File: config.mk
export PLATFORM = sky130hd
export DESIGN_NAME = mf3_median
export DESIGN_NICKNAME = d
export VERILOG_FILES = /design/src/hdl/mf3_pkg.sv /design/src/hdl/mf3_median.sv
export SDC_FILE = /design/constraint.sdc
export NUM_CORES = 1
export LEC_CHECK = 0
export ABC_CLOCK_PERIOD_IN_PS = 13300
export BUFFER_PORTS_ARGS = -buffer_cell sky130_fd_sc_hd__buf_2
export CORE_ASPECT_RATIO = 1.2
export CORE_MARGIN = 5
export CORE_UTILIZATION = 60
export DETAILED_ROUTE_END_ITERATION = 12
export PLACE_DENSITY = 0.8
export SLEW_MARGIN = 15
export SYNTH_ARGS = -nofsm -noshare
export SYNTH_HDL_FRONTEND = slang
export SYNTH_SLANG_ARGS = --single-unit
export TNS_END_PERCENT = 100
File: constraint.sdc
create_clock -name clk_i -period 13.3 [get_ports clk_i]
set_input_delay 1.33 -clock clk_i [delete_from_list [all_inputs] [get_ports clk_i]]
set_output_delay 1.33 -clock clk_i [all_outputs]
set_load 0.02 [all_outputs]
File: src/hdl/mf3_pkg.sv
package mf3_pkg;

  localparam int unsigned CH_W         = 8;
  localparam int unsigned WIN_DIM      = 3;
  localparam int unsigned WIN_TAPS     = WIN_DIM * WIN_DIM;
  localparam int unsigned CFG_IDX_W    = 2;
  localparam int unsigned WIDTH_REG_W  = 11;
  localparam int unsigned HEIGHT_REG_W = 13;
  localparam int unsigned CFG_DATA_W   = 13;
  localparam int unsigned WIDTH_RESET  = 640;
  localparam int unsigned HEIGHT_RESET = 480;

  typedef struct packed {
    logic [CH_W-1:0] red;
    logic [CH_W-1:0] green;
    logic [CH_W-1:0] blue;
  } pixel_t;

  localparam int unsigned PIX_W = $bits(pixel_t);

  typedef enum logic [CFG_IDX_W-1:0] {
    CFG_FRAME_WIDTH  = 2'd0,
    CFG_FRAME_HEIGHT = 2'd1
  } cfg_idx_e;

  typedef struct packed {
    logic col_load;
    logic med_load;
  } med_en_t;

  typedef logic [WIN_DIM-1:0][CH_W-1:0] trio_t;

  function automatic trio_t sort3(input logic [CH_W-1:0] a, input logic [CH_W-1:0] b,
                                  input logic [CH_W-1:0] c);
    logic [CH_W-1:0] x;
    logic [CH_W-1:0] y;
    logic [CH_W-1:0] z;
    logic [CH_W-1:0] t;
    x = a;
    y = b;
    z = c;
    if (x > y) begin
      t = x; x = y; y = t;
    end
    if (y > z) begin
      t = y; y = z; z = t;
    end
    if (x > y) begin
      t = x; x = y; y = t;
    end
    return {z, y, x};
  endfunction

  function automatic logic [CH_W-1:0] med3(input logic [CH_W-1:0] a,
                                           input logic [CH_W-1:0] b,
                                           input logic [CH_W-1:0] c);
    logic [CH_W-1:0] lo;
    logic [CH_W-1:0] hi;
    logic [CH_W-1:0] m;
    lo = (a < b) ? a : b;
    hi = (a < b) ? b : a;
    m  = (hi < c) ? hi : c;
    return (lo > m) ? lo : m;
  endfunction

endpackage

File: src/hdl/mf3_median.sv
module mf3_median (
  input  logic                                          clk_i,
  input  mf3_pkg::med_en_t                              en_i,
  input  logic [mf3_pkg::WIN_TAPS-1:0][mf3_pkg::CH_W-1:0] px_i,
  output logic [mf3_pkg::CH_W-1:0]                      med_o
);

  mf3_pkg::trio_t [mf3_pkg::WIN_DIM-1:0] col_q;
  logic [mf3_pkg::CH_W-1:0]              med_q;
  logic [mf3_pkg::CH_W-1:0]              lo_max;
  logic [mf3_pkg::CH_W-1:0]              mid_med;
  logic [mf3_pkg::CH_W-1:0]              hi_min;
  mf3_pkg::trio_t                        lo_s;
  mf3_pkg::trio_t                        hi_s;

  always_ff @(posedge clk_i) begin
    if (en_i.col_load) begin
      for (int c = 0; c < mf3_pkg::WIN_DIM; c++) begin
        col_q[c] <= mf3_pkg::sort3(px_i[c], px_i[mf3_pkg::WIN_DIM + c],
                                   px_i[2 * mf3_pkg::WIN_DIM + c]);
      end
    end
  end

  always_comb begin
    lo_s    = mf3_pkg::sort3(col_q[0][0], col_q[1][0], col_q[2][0]);
    hi_s    = mf3_pkg::sort3(col_q[0][2], col_q[1][2], col_q[2][2]);
    lo_max  = lo_s[2];
    hi_min  = hi_s[0];
    mid_med = mf3_pkg::med3(col_q[0][1], col_q[1][1], col_q[2][1]);
  end

  always_ff @(posedge clk_i) begin
    if (en_i.med_load) begin
      med_q <= mf3_pkg::med3(lo_max, mid_med, hi_min);
    end
  end

  assign med_o = med_q;

endmodule

==> impl_metrics.yaml <==
synthesis:
  synth_seq_cells: 80
  seq_area_frac_synth_pct: 25.4
  synthFlopType: "edfxtp_1"
  ys_types: 57
  synthesis.nets: 1348
  yosysWarnings: 0
  syn_area_um2: 9460
  synthArstFlopShare_pct: 0
  synth_area_per_cell_um2: 8.44
  syn_inst: 1121
  synth_edf_count: 80
clock_network:
  cts_max_path_buffers: 2
  clock_sinks: 80
  cts_tree: "yes"
  cts_hold_buf: 0
  clk_latency_ns: 0.34
  cts-root-buf: "clkbuf_16"
  cts-buffers-inserted: 9
  clk_pin_slew_worst_paths_ns: 0.06
  htreeDepth: 3
sta:
  tns_ns: 0
  tightest_slew_ns: 1.14
  rsz0062_at_grt: "no"
  final_hold_viol_count: 0
  setup_viol: 0
  slew-limit-headroom_pct: 24.0
  fmaxAchievable_ghz: 0.0824
  worst_slack_ns: 1.17
  slew_violations: 0
  fin_crit_ns: 12.13
  fin_crit_sh_pct: 91.2
  finalClockSkew_ns: 0.0102
cells_and_area:
  layout.nets: 1409
  area_delta_synth_final_pct: 8.81
  drive_above_1_share_pct: 11.9
  final_util_pct: 66.1
  antenna_cells: 0
  n_fill_cell: 1277
die:
  initial_core_util_pct: 60.7
  die_h_um: 148
  die_x_um: 125
  die-area_um2: 18400
  core_um2: 15600
  design.portCount: 83
  fp-row-count: 50
worst_setup_path:
  crit_type: "reg -> reg"
  crit_required_ns: 13.37
  worstPathMaxFanout: 19
  cpPeakStageDelay_ns: 0.52
  crit_slowest_cell: "edfxtp_1"
  r2r_slack_ns: 1.17
  cp-end-kind: "flip-flop"
  crit_path_frequent_cell: "o21ai_0"
  arrival_ns: 12.20
  startpoint_type: "flip-flop"
detailed_routing:
  route.antenna.remaining_nets: 0
  routedWlPerCell_um: 16.7
  num_vias: 8333
  drt_pass1_iterations: 5
  drt-initial-drc-count: 760
  viasPerCell: 5.97
  drc: 0
  wl_um: 23300
min_path:
  hp-class: "reg -> reg"
place:
  gp_congestion: 0.981
  dp_slack_ns: 1.21
  port_buffers: 82
  dp_hpwl_um: 19300
global_routing:
  grt_start_max_net_pins: 73
  grt_pass1_wl_um: 37400
  grt_remaining_overflow: 0
  grt_pass1_vias: 7772
  gr-usage-all-layers_pct: 24.7
  grt_antenna_before_repair: 0
status:
  outcome: "complete, no violations"
run:
  cap_viol_max_count: 0
## kinds of logic (layout without fill, tap and decap cells)
family	count (synthesis)	after routing	synth area share (%)
XOR/XNOR	1	1	0.0926
multiplexers	124	124	13.5
buffers and inverters	183	249	7.52
flip-flops	80	80	25.4
adder cells (fa/ha/maj)	152	152	20.1
AND/OR/NAND/NOR	261	261	12.9
AO/OA/AOI/OAI	320	320	20.4
## worst max-delay path: cells and delay by family, from the launching register on
| family | cells | cell delay [ns] |
|---|---|---|
| AOI/OAI and AO/OA | 30 | 6.52 |
| and+or+nand+nor | 12 | 2.12 |
| adders and majority gates | 6 | 1.86 |
| DFF | 1 | 0.52 |
| muxes | 1 | 0.40 |
| buffers and inverters | 3 | 0.39 |
## Yosys cell counts (2+ instances only)
library cell | instances | area (um2)
mux2_2 | 30 | 338
a21o_1 | 31 | 233
and4_1 | 3 | 26.3
nand2_1 | 60 | 225
nor3_1 | 7 | 35.0
clkbuf_1 | 25 | 93.8
o21ai_1 | 8 | 40.0
a2111o_1 | 2 | 22.5
ha_1 | 152 | 1900
and3_1 | 19 | 119
o21ai_0 | 95 | 475
o211ai_1 | 3 | 22.5
a221oi_1 | 2 | 17.5
nor2b_1 | 18 | 113
edfxtp_1 | 80 | 2400
o21bai_1 | 2 | 15.0
a21oi_1 | 117 | 586
o22ai_1 | 2 | 12.5
o21a_1 | 20 | 150
a21boi_0 | 6 | 45.0
a31oi_1 | 2 | 12.5
o211a_1 | 2 | 20.0
nor2_1 | 95 | 357
buf_1 | 7 | 26.3
buf_6 | 2 | 22.5
o221ai_1 | 2 | 17.5
nand2b_1 | 19 | 119
mux2i_1 | 94 | 941
nand3_1 | 22 | 110
inv_1 | 146 | 548
a211oi_1 | 7 | 52.6
buf_4 | 2 | 15.0
o31ai_1 | 3 | 22.5
nand4_1 | 13 | 81.3
## what timing repair did
| item | CTS | global route |
|---|---|---|
| resized for setup | 0 | 3 |
| buffers inserted | 0 | 0 |
| endpoints found under the setup margin | 0 | 3 |
## path summary, 6_finish.rpt
path                   from        to  depth (start not counted)
setup / recovery  col_q[34]  med_o[0]                         52
hold / removal    col_q[50]  med_o[2]                          2
setup reg to reg  col_q[34]  med_o[0]                         52
hold reg to reg   col_q[50]  med_o[2]                          2
## stage by stage
| stage | cells | hold WS [ns] | area [um2] |
|---|---|---|---|
| floorplan | 1121 | 0.778 | 9460 |
| global placement | 1379 | 0.937 | 10000 |
| detailed placement | 1379 | 0.938 | 10000 |
| CTS | 1395 | 0.949 | 10300 |
| global route | 1395 | 1.03 | 10300 |
| finish | 1395 | 0.966 | 10300 |
## cell usage in the layout, fill, tap and decap left out, types with 6 or more instances in the layout
cell type,count
a211oi_1,7
a21boi_0,6
a21o_1,30
a21oi_1,116
and3_1,19
buf_2,82
clkbuf_16,9
edfxtp_1,80
ha_1,152
inv_1,146
mux2_2,30
mux2i_1,94
nand2_1,60
nand2b_1,19
nand3_1,22
nand4_1,13
nor2_1,95
nor2b_1,18
nor3_1,7
o21a_1,20
o21ai_0,93
## registers in the layout (all words and copies together), names as in the netlist
register / flops
col_q: 72
med_o: 8
## final cells by class
| class | count | area, um2 | share of cell area [%] |
|---|---|---|---|
| clock inverters | 5 | 23.8 | 0.231 |
| multi-input cells | 858 | 6370 | 62.0 |
| well taps | 208 | 260 | 2.53 |
| clock buffers | 11 | 233 | 2.26 |
| flip-flops and latches | 80 | 2400 | 23.3 |
| inverters | 146 | 548 | 5.33 |
| repair buffers | 87 | 448 | 4.35 |
## per-layer routing
metal	GRT usage (%)	wire length, um
met1	30.6	9900
met2	45.5	11800
met4	8.11	613
met3	1.92	1040
met5	0	0
Power is left out: the tool's default activity adds up to more than one toggle a clock period on the data nets, which glitch-free logic cannot reach.
